## config.mk

```make
export PLATFORM = sky130hd
export DESIGN_NAME = pl0_lexical_scanner_unit
export DESIGN_NICKNAME = d
export VERILOG_FILES = /design/src/sv/pl0ls_pkg.sv /design/src/sv/pl0_lexical_scanner_unit.sv
export SDC_FILE = /design/constraint.sdc
export NUM_CORES = 1
export LEC_CHECK = 0
export BUFFER_PORTS_ARGS = -buffer_cell sky130_fd_sc_hd__buf_2
export CELL_PAD_IN_SITES_DETAIL_PLACEMENT = 1
export CELL_PAD_IN_SITES_GLOBAL_PLACEMENT = 1
export CORE_ASPECT_RATIO = 0.7
export CORE_MARGIN = 4
export CORE_UTILIZATION = 54
export CTS_BUF_LIST = sky130_fd_sc_hd__clkbuf_4 sky130_fd_sc_hd__clkbuf_8
export CTS_CLUSTER_DIAMETER = 150
export DETAILED_ROUTE_END_ITERATION = 10
export PLACE_DENSITY_LB_ADDON = 0.25
export SETUP_SLACK_MARGIN = 0.15
export SLEW_MARGIN = 5
export SYNTH_ARGS = -nofsm -noshare
export SYNTH_HDL_FRONTEND = slang
export SYNTH_SLANG_ARGS = --single-unit
```

## constraint.sdc

```tcl
create_clock -name clk -period 30.8 [get_ports clk]
set_clock_uncertainty 0.2 [all_clocks]
set_input_delay 4.62 -clock clk [delete_from_list [all_inputs] [get_ports clk]]
set_output_delay 4.62 -clock clk [all_outputs]
set_load 0.02 [all_outputs]
```

## src/sv/pl0ls_pkg.sv

```systemverilog
// ----------------------------------------------------------------------------
// pl0ls_pkg
// Shared types and constants of the PL/0 lexical scanner.
// ----------------------------------------------------------------------------
package pl0ls_pkg;

  localparam int DefMaxNameChars = 11;
  localparam int DefMaxNumberDigits = 5;
  localparam int NameStore = 11;

  localparam logic [5:0] KindIdent  = 6'd0;
  localparam logic [5:0] KindNumber = 6'd1;
  localparam logic [5:0] KindWord0  = 6'd2;
  localparam logic [5:0] KindSym0   = 6'd16;

  localparam logic [2:0] ErrNone     = 3'd0;
  localparam logic [2:0] ErrNameLong = 3'd1;
  localparam logic [2:0] ErrNumLong  = 3'd2;
  localparam logic [2:0] ErrDigitLed = 3'd3;
  localparam logic [2:0] ErrBadSym   = 3'd4;
  localparam logic [2:0] ErrReserved = 3'd5;

  // symbol indexes
  localparam logic [4:0] SymPeriod = 5'd0;
  localparam logic [4:0] SymBecomes = 5'd1;
  localparam logic [4:0] SymMinus = 5'd2;
  localparam logic [4:0] SymSemi = 5'd3;
  localparam logic [4:0] SymLBrace = 5'd4;
  localparam logic [4:0] SymRBrace = 5'd5;
  localparam logic [4:0] SymEql = 5'd6;
  localparam logic [4:0] SymNeq = 5'd7;
  localparam logic [4:0] SymLss = 5'd8;
  localparam logic [4:0] SymLeq = 5'd9;
  localparam logic [4:0] SymGtr = 5'd10;
  localparam logic [4:0] SymGeq = 5'd11;
  localparam logic [4:0] SymPlus = 5'd12;
  localparam logic [4:0] SymTimes = 5'd13;
  localparam logic [4:0] SymSlash = 5'd14;
  localparam logic [4:0] SymLParen = 5'd15;
  localparam logic [4:0] SymRParen = 5'd16;

  typedef enum logic [8:0] {
    M_IDLE    = 9'b000000001,
    M_NAME    = 9'b000000010,
    M_NUMBER  = 9'b000000100,
    M_SKIP    = 9'b000001000,
    M_COMMENT = 9'b000010000,
    M_COLON   = 9'b000100000,
    M_EQ      = 9'b001000000,
    M_LT      = 9'b010000000,
    M_GT      = 9'b100000000
  } mode_t;

  typedef struct packed {
    logic [5:0]  kind;
    logic [2:0]  err;
    logic [16:0] num;
    logic [3:0]  len;
    logic [87:0] text;
  } lexeme_t;

  function automatic logic is_alpha(input logic [7:0] c);
    return (c >= 8'h41 && c <= 8'h5A) || (c >= 8'h61 && c <= 8'h7A);
  endfunction

  function automatic logic is_digit(input logic [7:0] c);
    return c >= 8'h30 && c <= 8'h39;
  endfunction

  function automatic logic is_space(input logic [7:0] c);
    return c == 8'h20 || (c >= 8'h09 && c <= 8'h0D);
  endfunction

  // text of a symbol, first character in the low byte
  function automatic logic [15:0] sym_chars(input logic [4:0] idx);
    logic [15:0] t;
    t = 16'h0000;
    unique case (idx)
      SymPeriod:  t = 16'h002E;
      SymBecomes: t = 16'h3D3A;
      SymMinus:   t = 16'h002D;
      SymSemi:    t = 16'h003B;
      SymLBrace:  t = 16'h007B;
      SymRBrace:  t = 16'h007D;
      SymEql:     t = 16'h3D3D;
      SymNeq:     t = 16'h3E3C;
      SymLss:     t = 16'h003C;
      SymLeq:     t = 16'h3D3C;
      SymGtr:     t = 16'h003E;
      SymGeq:     t = 16'h3D3E;
      SymPlus:    t = 16'h002B;
      SymTimes:   t = 16'h002A;
      SymSlash:   t = 16'h002F;
      SymLParen:  t = 16'h0028;
      SymRParen:  t = 16'h0029;
      default:    t = 16'h0000;
    endcase
    return t;
  endfunction

  function automatic lexeme_t mk_symbol(input logic [4:0] idx);
    lexeme_t l;
    l = '0;
    l.kind = KindSym0 + {1'b0, idx};
    l.text[15:0] = sym_chars(idx);
    l.len = (l.text[15:8] != 8'h00) ? 4'd2 : 4'd1;
    return l;
  endfunction

  function automatic lexeme_t mk_error(input logic [2:0] e);
    lexeme_t l;
    l = '0;
    l.err = e;
    return l;
  endfunction

  function automatic lexeme_t mk_number(input logic [16:0] v);
    lexeme_t l;
    l = '0;
    l.kind = KindNumber;
    l.num = v;
    return l;
  endfunction

  // reserved words as 88-bit text with their lengths
  function automatic logic [87:0] word_text(input int i);
    logic [87:0] t;
    t = '0;
    unique case (i)
      0:  t[39:0] = 40'h74736E6F63;          // const
      1:  t[23:0] = 24'h726176;              // var
      2:  t[71:0] = 72'h657275646563_6F7270; // procedure
      3:  t[31:0] = 32'h6C6C6163;            // call
      4:  t[39:0] = 40'h6E69676562;          // begin
      5:  t[23:0] = 24'h646E65;              // end
      6:  t[15:0] = 16'h6669;                // if
      7:  t[31:0] = 32'h6E656874;            // then
      8:  t[31:0] = 32'h65736C65;            // else
      9:  t[39:0] = 40'h656C696877;          // while
      10: t[15:0] = 16'h6F64;                // do
      11: t[31:0] = 32'h64616572;            // read
      12: t[39:0] = 40'h6574697277;          // write
      13: t[23:0] = 24'h666564;              // def
      default: t = '0;
    endcase
    return t;
  endfunction

  function automatic logic [3:0] word_len(input int i);
    logic [3:0] n;
    unique case (i)
      0, 4, 9, 12: n = 4'd5;
      1, 5, 13:    n = 4'd3;
      2:           n = 4'd9;
      3, 7, 8, 11: n = 4'd4;
      6, 10:       n = 4'd2;
      default:     n = 4'd0;
    endcase
    return n;
  endfunction

endpackage

```

## src/sv/pl0_lexical_scanner_unit.sv

```systemverilog
// ----------------------------------------------------------------------------
// pl0_lexical_scanner_unit
// PL/0 lexical scanner: one source character in, up to two lexemes out.
// ----------------------------------------------------------------------------
// channel | dir | tdata                         | tuser | tlast
// s_axis  | in  | char_code                     | -     | end_of_text
// m_axis  | out | token_kind..text_tail packed  | -     | last_of_run
//
// One character per cycle when the buffer has room; a character yielding two
// lexemes holds off the next until only the second is left in the buffer, and
// a name closed by end of text is emitted from a flush cycle that holds off
// input. The scan state updates on an accepted character and its lexemes
// land in a two-entry output buffer at the same edge. rst is synchronous and
// clears the scan mode, counters and buffer. Input needs room for two
// lexemes, so a stalled output blocks input as soon as it holds a lexeme.
// ----------------------------------------------------------------------------
module pl0_lexical_scanner_unit import pl0ls_pkg::*; #(
  parameter int MAX_NAME_CHARS = DefMaxNameChars,
  parameter int MAX_NUMBER_DIGITS = DefMaxNumberDigits
) (
  input  logic         clk,
  input  logic         rst,
  input  logic         s_axis_tvalid,
  output logic         s_axis_tready,
  input  logic [7:0]   s_axis_tdata,  // char_code
  input  logic         s_axis_tlast,  // end_of_text
  output logic         m_axis_tvalid,
  input  logic         m_axis_tready,
  // token_kind[5:0] error_code[8:6] lex_value[25:9] text_length[29:26]
  // text_head[77:30] text_tail[117:78], zero fill [119:118]
  output logic [119:0] m_axis_tdata,
  output logic         m_axis_tlast   // last_of_run
);

  localparam int NameCntW = $clog2(NameStore + 1);
  localparam int DigCntW = $clog2(MAX_NUMBER_DIGITS + 1);

  mode_t mode, mode_next;
  logic [7:0] name_chars [NameStore];
  logic [NameCntW-1:0] name_count, name_count_next;
  logic name_overflow, name_overflow_next;
  logic [16:0] digit_value, digit_value_next;
  logic [DigCntW-1:0] digit_count, digit_count_next;
  logic name_wr;
  logic [NameCntW-1:0] name_wr_idx;

  // a name flushed at end of text is emitted in the following cycle from a
  // pending flag, since its text is in the store only after the write
  logic flush_name;

  // output buffer: slot 0 presented, slot 1 behind it
  lexeme_t buf_lex [2];
  logic    buf_last [2];
  logic [1:0] buf_cnt;

  lexeme_t r0, r1;
  logic [1:0] r_cnt;

  logic in_acc, out_acc;
  logic [7:0] c;
  logic alpha, digit;
  lexeme_t name_lex;
  logic [87:0] name_text;

  assign c = s_axis_tdata;
  assign alpha = is_alpha(c);
  assign digit = is_digit(c);
  assign out_acc = m_axis_tvalid && m_axis_tready;
  // room for two lexemes after this cycle's output transaction
  assign s_axis_tready = !flush_name &&
                         ((buf_cnt == 2'd0) || (buf_cnt == 2'd1 && m_axis_tready));
  assign in_acc = s_axis_tvalid && s_axis_tready;

  always_comb begin
    name_text = '0;
    for (int i = 0; i < NameStore; i++) begin
      if (i < 32'(name_count)) name_text[8*i +: 8] = name_chars[i];
    end
  end

  // classify the held name
  always_comb begin
    logic hit;
    logic [7:0] lw;
    hit = 1'b0;
    lw = '0;
    name_lex = '0;
    if (name_overflow) begin
      name_lex = mk_error(ErrNameLong);
    end else begin
      for (int i = 0; i < 14; i++) begin
        if (!hit && {4'd0, name_count} == {{(8-NameCntW){1'b0}}, word_len(i)}
            && name_text == word_text(i)) begin
          hit = 1'b1;
          lw = 8'(i);
          name_lex.kind = KindWord0 + lw[5:0];
          name_lex.len = 4'(name_count);
          name_lex.text = name_text;
        end
      end
      if (!hit) begin
        if (name_count == NameCntW'(4) && (name_text[31:0] == 32'h6E69616D
            || name_text[31:0] == 32'h6C6C756E)) begin
          name_lex = mk_error(ErrReserved);
        end else begin
          name_lex.kind = KindIdent;
          name_lex.len = 4'(name_count);
          name_lex.text = name_text;
        end
      end
    end
  end

  // scan one character, then flush on end of text
  always_comb begin
    logic to_idle;
    lexeme_t l;
    mode_next = mode;
    name_count_next = name_count;
    name_overflow_next = name_overflow;
    digit_value_next = digit_value;
    digit_count_next = digit_count;
    name_wr = 1'b0;
    name_wr_idx = '0;
    r0 = '0;
    r1 = '0;
    r_cnt = 2'd0;
    to_idle = 1'b0;
    l = '0;
    unique case (mode)
      M_NAME: begin
        if (alpha || digit) begin
          if (32'(name_count) < MAX_NAME_CHARS) begin
            name_wr = 1'b1;
            name_wr_idx = name_count;
            name_count_next = name_count + 1'b1;
          end else begin
            name_overflow_next = 1'b1;
          end
        end else begin
          r0 = name_lex; r_cnt = 2'd1; to_idle = 1'b1;
        end
      end
      M_NUMBER: begin
        if (digit) begin
          if (32'(digit_count) < MAX_NUMBER_DIGITS) begin
            digit_value_next = 17'(digit_value * 17'd10) + {9'd0, c - 8'h30};
            digit_count_next = digit_count + 1'b1;
          end else begin
            r0 = mk_error(ErrNumLong); r_cnt = 2'd1; mode_next = M_SKIP;
          end
        end else if (alpha) begin
          r0 = mk_error(ErrDigitLed); r_cnt = 2'd1; mode_next = M_SKIP;
        end else begin
          r0 = mk_number(digit_value); r_cnt = 2'd1; to_idle = 1'b1;
        end
      end
      M_SKIP: if (!(alpha || digit)) to_idle = 1'b1;
      M_COMMENT: if (c == 8'h0A) mode_next = M_IDLE;
      M_COLON: begin
        if (c == 8'h3D) begin
          r0 = mk_symbol(SymBecomes); r_cnt = 2'd1; mode_next = M_IDLE;
        end else begin
          r0 = mk_error(ErrBadSym); r_cnt = 2'd1; to_idle = 1'b1;
        end
      end
      M_EQ: begin
        if (c == 8'h3D) begin
          r0 = mk_symbol(SymEql); r_cnt = 2'd1; mode_next = M_IDLE;
        end else begin
          r0 = mk_error(ErrBadSym); r_cnt = 2'd1; to_idle = 1'b1;
        end
      end
      M_LT: begin
        r_cnt = 2'd1;
        if (c == 8'h3E) begin
          r0 = mk_symbol(SymNeq); mode_next = M_IDLE;
        end else if (c == 8'h3D) begin
          r0 = mk_symbol(SymLeq); mode_next = M_IDLE;
        end else begin
          r0 = mk_symbol(SymLss); to_idle = 1'b1;
        end
      end
      M_GT: begin
        r_cnt = 2'd1;
        if (c == 8'h3D) begin
          r0 = mk_symbol(SymGeq); mode_next = M_IDLE;
        end else begin
          r0 = mk_symbol(SymGtr); to_idle = 1'b1;
        end
      end
      M_IDLE: to_idle = 1'b1;
      default: to_idle = 1'b1;
    endcase

    if (to_idle) begin
      mode_next = M_IDLE;
      if (alpha) begin
        name_wr = 1'b1;
        name_wr_idx = '0;
        name_count_next = NameCntW'(1);
        name_overflow_next = 1'b0;
        mode_next = M_NAME;
      end else if (digit) begin
        digit_value_next = {9'd0, c - 8'h30};
        digit_count_next = DigCntW'(1);
        mode_next = M_NUMBER;
      end else if (!is_space(c)) begin
        unique case (c)
          8'h23: mode_next = M_COMMENT;
          8'h3A: mode_next = M_COLON;
          8'h3D: mode_next = M_EQ;
          8'h3C: mode_next = M_LT;
          8'h3E: mode_next = M_GT;
          8'h2E: l = mk_symbol(SymPeriod);
          8'h2D: l = mk_symbol(SymMinus);
          8'h3B: l = mk_symbol(SymSemi);
          8'h7B: l = mk_symbol(SymLBrace);
          8'h7D: l = mk_symbol(SymRBrace);
          8'h2B: l = mk_symbol(SymPlus);
          8'h2A: l = mk_symbol(SymTimes);
          8'h2F: l = mk_symbol(SymSlash);
          8'h28: l = mk_symbol(SymLParen);
          8'h29: l = mk_symbol(SymRParen);
          default: l = mk_error(ErrBadSym);
        endcase
        if (!(c == 8'h23 || c == 8'h3A || c == 8'h3D || c == 8'h3C || c == 8'h3E)) begin
          if (r_cnt == 2'd0) r0 = l; else r1 = l;
          r_cnt = r_cnt + 2'd1;
        end
      end
    end

    // flush at end of text; new name/number state was just set by this char
    if (s_axis_tlast) begin
      l = '0;
      unique case (mode_next)
        M_NAME: begin
          // the name may have been started or extended by this character
          l = '0;
        end
        M_NUMBER: l = mk_number(digit_value_next);
        M_COLON, M_EQ: l = mk_error(ErrBadSym);
        M_LT: l = mk_symbol(SymLss);
        M_GT: l = mk_symbol(SymGtr);
        default: l = '0;
      endcase
      if (mode_next == M_NUMBER || mode_next == M_COLON || mode_next == M_EQ
          || mode_next == M_LT || mode_next == M_GT) begin
        if (r_cnt == 2'd0) r0 = l; else r1 = l;
        r_cnt = r_cnt + 2'd1;
      end
      mode_next = (mode_next == M_NAME) ? M_NAME : M_IDLE;
    end
  end

  always_ff @(posedge clk) begin
    if (in_acc && name_wr) name_chars[name_wr_idx] <= c;
  end

  always_ff @(posedge clk) begin
    if (rst) begin
      mode <= M_IDLE;
      name_count <= '0;
      name_overflow <= 1'b0;
      digit_value <= '0;
      digit_count <= '0;
      flush_name <= 1'b0;
    end else begin
      if (flush_name) begin
        mode <= M_IDLE;
        flush_name <= 1'b0;
      end else if (in_acc) begin
        mode <= mode_next;
        name_count <= name_count_next;
        name_overflow <= name_overflow_next;
        digit_value <= digit_value_next;
        digit_count <= digit_count_next;
        flush_name <= s_axis_tlast && mode_next == M_NAME;
      end
    end
  end

  // output buffer; a pending name flush needs the input held off
  logic [1:0] push_cnt;
  lexeme_t p0, p1;
  logic p0_last, p1_last;

  always_comb begin
    push_cnt = 2'd0;
    p0 = r0; p1 = r1;
    p0_last = 1'b0; p1_last = 1'b0;
    if (flush_name) begin
      push_cnt = 2'd1;
      p0 = name_lex;
      p0_last = 1'b1;
    end else if (in_acc) begin
      push_cnt = r_cnt;
      p0_last = (r_cnt == 2'd1) && !(s_axis_tlast && mode_next == M_NAME);
      p1_last = 1'b1;
    end
  end

  always_ff @(posedge clk) begin
    logic [1:0] base;
    if (rst) begin
      buf_cnt <= 2'd0;
    end else begin
      base = buf_cnt - {1'b0, out_acc};
      if (out_acc && buf_cnt == 2'd2) begin
        buf_lex[0] <= buf_lex[1];
        buf_last[0] <= buf_last[1];
      end
      if (push_cnt != 2'd0) begin
        if (base == 2'd0) begin
          buf_lex[0] <= p0; buf_last[0] <= p0_last;
          buf_lex[1] <= p1; buf_last[1] <= p1_last;
        end else begin
          buf_lex[1] <= p0; buf_last[1] <= p0_last;
        end
      end
      buf_cnt <= base + push_cnt;
    end
  end

  // a name that ends at end of text without a following character gets its
  // last flag from the flush cycle; the character's own lexemes then are
  // not last of run
  assign m_axis_tvalid = buf_cnt != 2'd0;
  assign m_axis_tlast = buf_last[0];
  assign m_axis_tdata = {2'b00, buf_lex[0].text, buf_lex[0].len, buf_lex[0].num,
                         buf_lex[0].err, buf_lex[0].kind};

  // input must wait while a name flush is pending
  // (a flush cycle always follows an accept with a free buffer slot)

  ap_count_range: assert property (@(posedge clk) disable iff (rst)
    buf_cnt != 2'd3) else $error("output buffer count out of range");
  ap_ready_room: assert property (@(posedge clk) disable iff (rst)
    in_acc |-> (buf_cnt - {1'b0, out_acc}) == 2'd0 || !(r_cnt == 2'd2))
    else $error("two lexemes accepted without room");
  ap_flush_once: assert property (@(posedge clk) disable iff (rst)
    flush_name |=> !flush_name) else $error("name flush repeated");

endmodule
```

==> metrics <==
buffers inserted during post-CTS setup optimization=0; post-cts resize count=0; critical path buffer and inverter count=4; synthesis-to-finish area growth=10.2%; number of placed I/O pins=136; final wirelength=67500 um; count of placed standard cells including taps=2364; Crit. path cell count=18; arrival time of the worst setup path=11.00 ns; dominant synthesized flop cell=edfxtp_1; FP Rows=57; slew of the pin with the lowest slew margin=1.25 ns; total via count in the routed design=16421; wire length of the first global-routing pass=102000 um; Final Power=0.00127 W; reported max-cap violation count=0; worst voltage drop across the vdd grid=0.0453 mV; die extent in y=166 um; crit path kind=in2reg; cell class contributing the biggest share of worst-path delay=compound AO/OA/AOI/OAI gates; clk sinks=363; maximum fanout count along the critical path=106; RSZ-0062 raised after global routing=no; yosys warns=0; x dimension of the die=234 um; Total Nets Final=2012; antenna violation net count after detailed routing=0; Synth Area in Adders=3.33%; commonest cells after routing, fill and taps aside=edfxtp_1 (326), nand2_1 (268), nor2_1 (165); post-synthesis xor/xnor area fraction=1.41%; fill count=3841; simple-gate portion of the synthesized area=22.0%; layout cells sized above 1=15.4%; required time of the critical path=30.99 ns; number of distinct library cell variants in the gate-level netlist after synthesis=94; share of flip-flops with an asynchronous set or reset after synthesis=0%; Floorplan Core Area=0.0349 mm2; cells on worst reg2reg path=16; post-synthesis sequential area ratio=54.7%; hold path depth=2; Post-Layout Inst Area=0.0212 mm2; clock edge transition at the registers on the reported setup and hold paths=0.06 ns; synthesized instance count=1850; Post-synth EDFFs=326; crit path cell chain=buf_2, ha_1, nor3_1, a22oi_1, o21bai_1, o21ba_2, a211o_1, ha_1, inv_1, nand4_1, o21ai_0, ha_1, inv_1, o211ai_2, a221o_1, nand3_4, buf_4, mux2_1; dominant combinational cell family by area after synthesis=simple AND/OR/NAND/NOR gates; number of detailed-routing iterations run before antenna repair=6; area occupied by multi-input gates=0.00804 mm2; most frequent CP cell=ha_1; standby leakage power=7.74 nW; final instance count without filler cells=2462; cell area power density=59.8 mW/mm2; number of pins with negative max-slew slack in the final report=0; routed wirelength normalized by instance count=27.4 um; Antenna Diode Count=0; commonest non-fill, non-tap cell in the layout=edfxtp_1; number of DRC violations after detailed routing=0; kind of end point of the critical path=register; Slew Limit Headroom=16.3%; startpoint types=primary input; dominant cell type by area after synthesis=edfxtp_1; multiplexer share of the synthesized area=1.39%; count of hold buffers inserted by post-cts repair=0; cell area after placement=0.0201 mm2; Clock Path Buffers=3; average cell area after synthesis=10.4 um2; critical-path cell with the highest stage delay=buf_4; Skew-Pair Late Insertion Delay=0.64 ns; CTS buffer count=55; FF+latch count, synth=363; H-tree lvl count=2; placer congestion estimate=0.974; final setup violation count=0; classification of the worst-slack hold path=reg2reg; fraction of the mapped netlist area in compound gates=13.4%; maximum number of pins on one net before global-route repair=110; area fraction of the dominant cell type after synthesis=50.9%; Seq. cell area=0.0105 mm2; Total Die Area=0.0388 mm2; maximum single-stage delay on the critical path=0.87 ns; final setup TNS=0 ns; leftover overflow at the end of global routing=0; Post-Syn Area=0.0192 mm2; final critical delay including setup and external delays=10.81 ns; initial antenna violation count=2; count of input and output buffers=133; maximum achievable frequency=0.0925 GHz; average vias per placed instance=6.67; run status=completed; clock root buffer master=clkbuf_8; combined global-route utilization of all metal layers=34.2%; ratio of final minimum period to clock period=35.1%; clock tree from TritonCTS=yes; number of global-route vias before repair=16717; Initial DRC Count=2073; Area contributors post-synth=edfxtp_1 (51%), nand2_1 (5.2%), dfxtp_1 (3.9%); Hold Violations, Final=0; DP Wirelength=45700 um; Starting Density=55.0%
worst register-to-register path, cell delays in order (launching register included):
cell and delay [ns]:
dfxtp_1 0.41, nor3_1 0.58, nand4b_1 0.36, o21bai_1 0.29, o21ba_2 0.43, a211o_1 0.53
ha_1 0.35, inv_1 0.09, nand4_1 0.24, o21ai_0 0.32, ha_1 0.32, inv_1 0.11
o211ai_2 0.11, a221o_1 0.40, nand3_4 0.46, buf_4 0.90, mux2_1 0.48
synthesized netlist by cell type (18+ instances only):
master      n
edfxtp_1  326
nand2_1   269
nor2_1    166
o21ai_0   136
and3_1     79
a21oi_1    77
clkbuf_1   68
ha_1       48
nand3_1    48
nor3_1     46
dfxtp_1    37
nand4_1    35
nor4_1     31
inv_1      28
o21ai_1    25
mux2_1     21
xnor2_1    19
a211oi_1   18
a22oi_1    18
buf_2      18
registers in the layout, indices dropped and copies added, names as in the netlist, 2 cells and up:
signal and cells:
name_chars 88, digit_count 3, buf_cnt 2, buf_lex 236, digit_value 17, mode 9
buf_last 2, name_count 4
worst paths after layout:
| check | start | end | slack [ns] |
|---|---|---|---|
| worst min register to register | digit_value[16] | digit_value[16] | 0.27 |
| worst min-delay path | digit_value[16] | digit_value[16] | 0.27 |
| worst max-delay path | s_axis_tdata[4] | buf_lex[0][100] | 19.99 |
| worst max register to register | mode[6] | buf_lex[0][100] | 24.00 |
cell families (layout without fill, tap and decap cells):
| kind of cell | Yosys count | in the layout |
|---|---|---|
| and+or+nand+nor | 829 | 829 |
| AOI/OAI and AO/OA | 405 | 405 |
| DFF | 363 | 363 |
| buffers and inverters | 147 | 286 |
| adders and majority gates | 50 | 50 |
| xor gates and xnor gates | 31 | 31 |
| muxes | 24 | 24 |
| other | 1 | 2 |
metrics by stage:
step / util, % / hold slack (ns) / setup WS, ns
3_5_place_dp: 57.6 / 0.267 / 19.48
3_3_place_gp: 57.6 / 0.254 / 19.88
5_1_grt: 60.7 / 0.314 / 19.80
4_1_cts: 60.6 / 0.277 / 20.13
2_1_floorplan: - / 0.232 / 12.85
6_report: 60.7 / 0.274 / 19.99
layout make-up:
class / count / area share (%)
Clock inverter: 25 / 0.762
Inverter: 29 / 0.514
Tap cell: 472 / 2.79
Timing Repair Buffer: 159 / 4.06
Sequential cell: 363 / 49.7
Multi-Input combinational cell: 1341 / 37.9
Clock buffer: 73 / 4.27
where the power goes:
group	switching (W)	total, W	internal, W
Clock	0.000203	0.000404	0.000201
Combinational	0.000177	0.000234	0.0000575
Sequential	0.0000210	0.000629	0.000608
layer usage:
layer  routed length, um  up-vias  track usage [%]
met5                  22        -                0
met4                1410        4             7.98
met3                7840      126             9.09
met2               30100      942             51.5
met1               28100     8237             49.8
li1                    -     7112                -
Note: power is estimated with default switching activity, not from simulation.
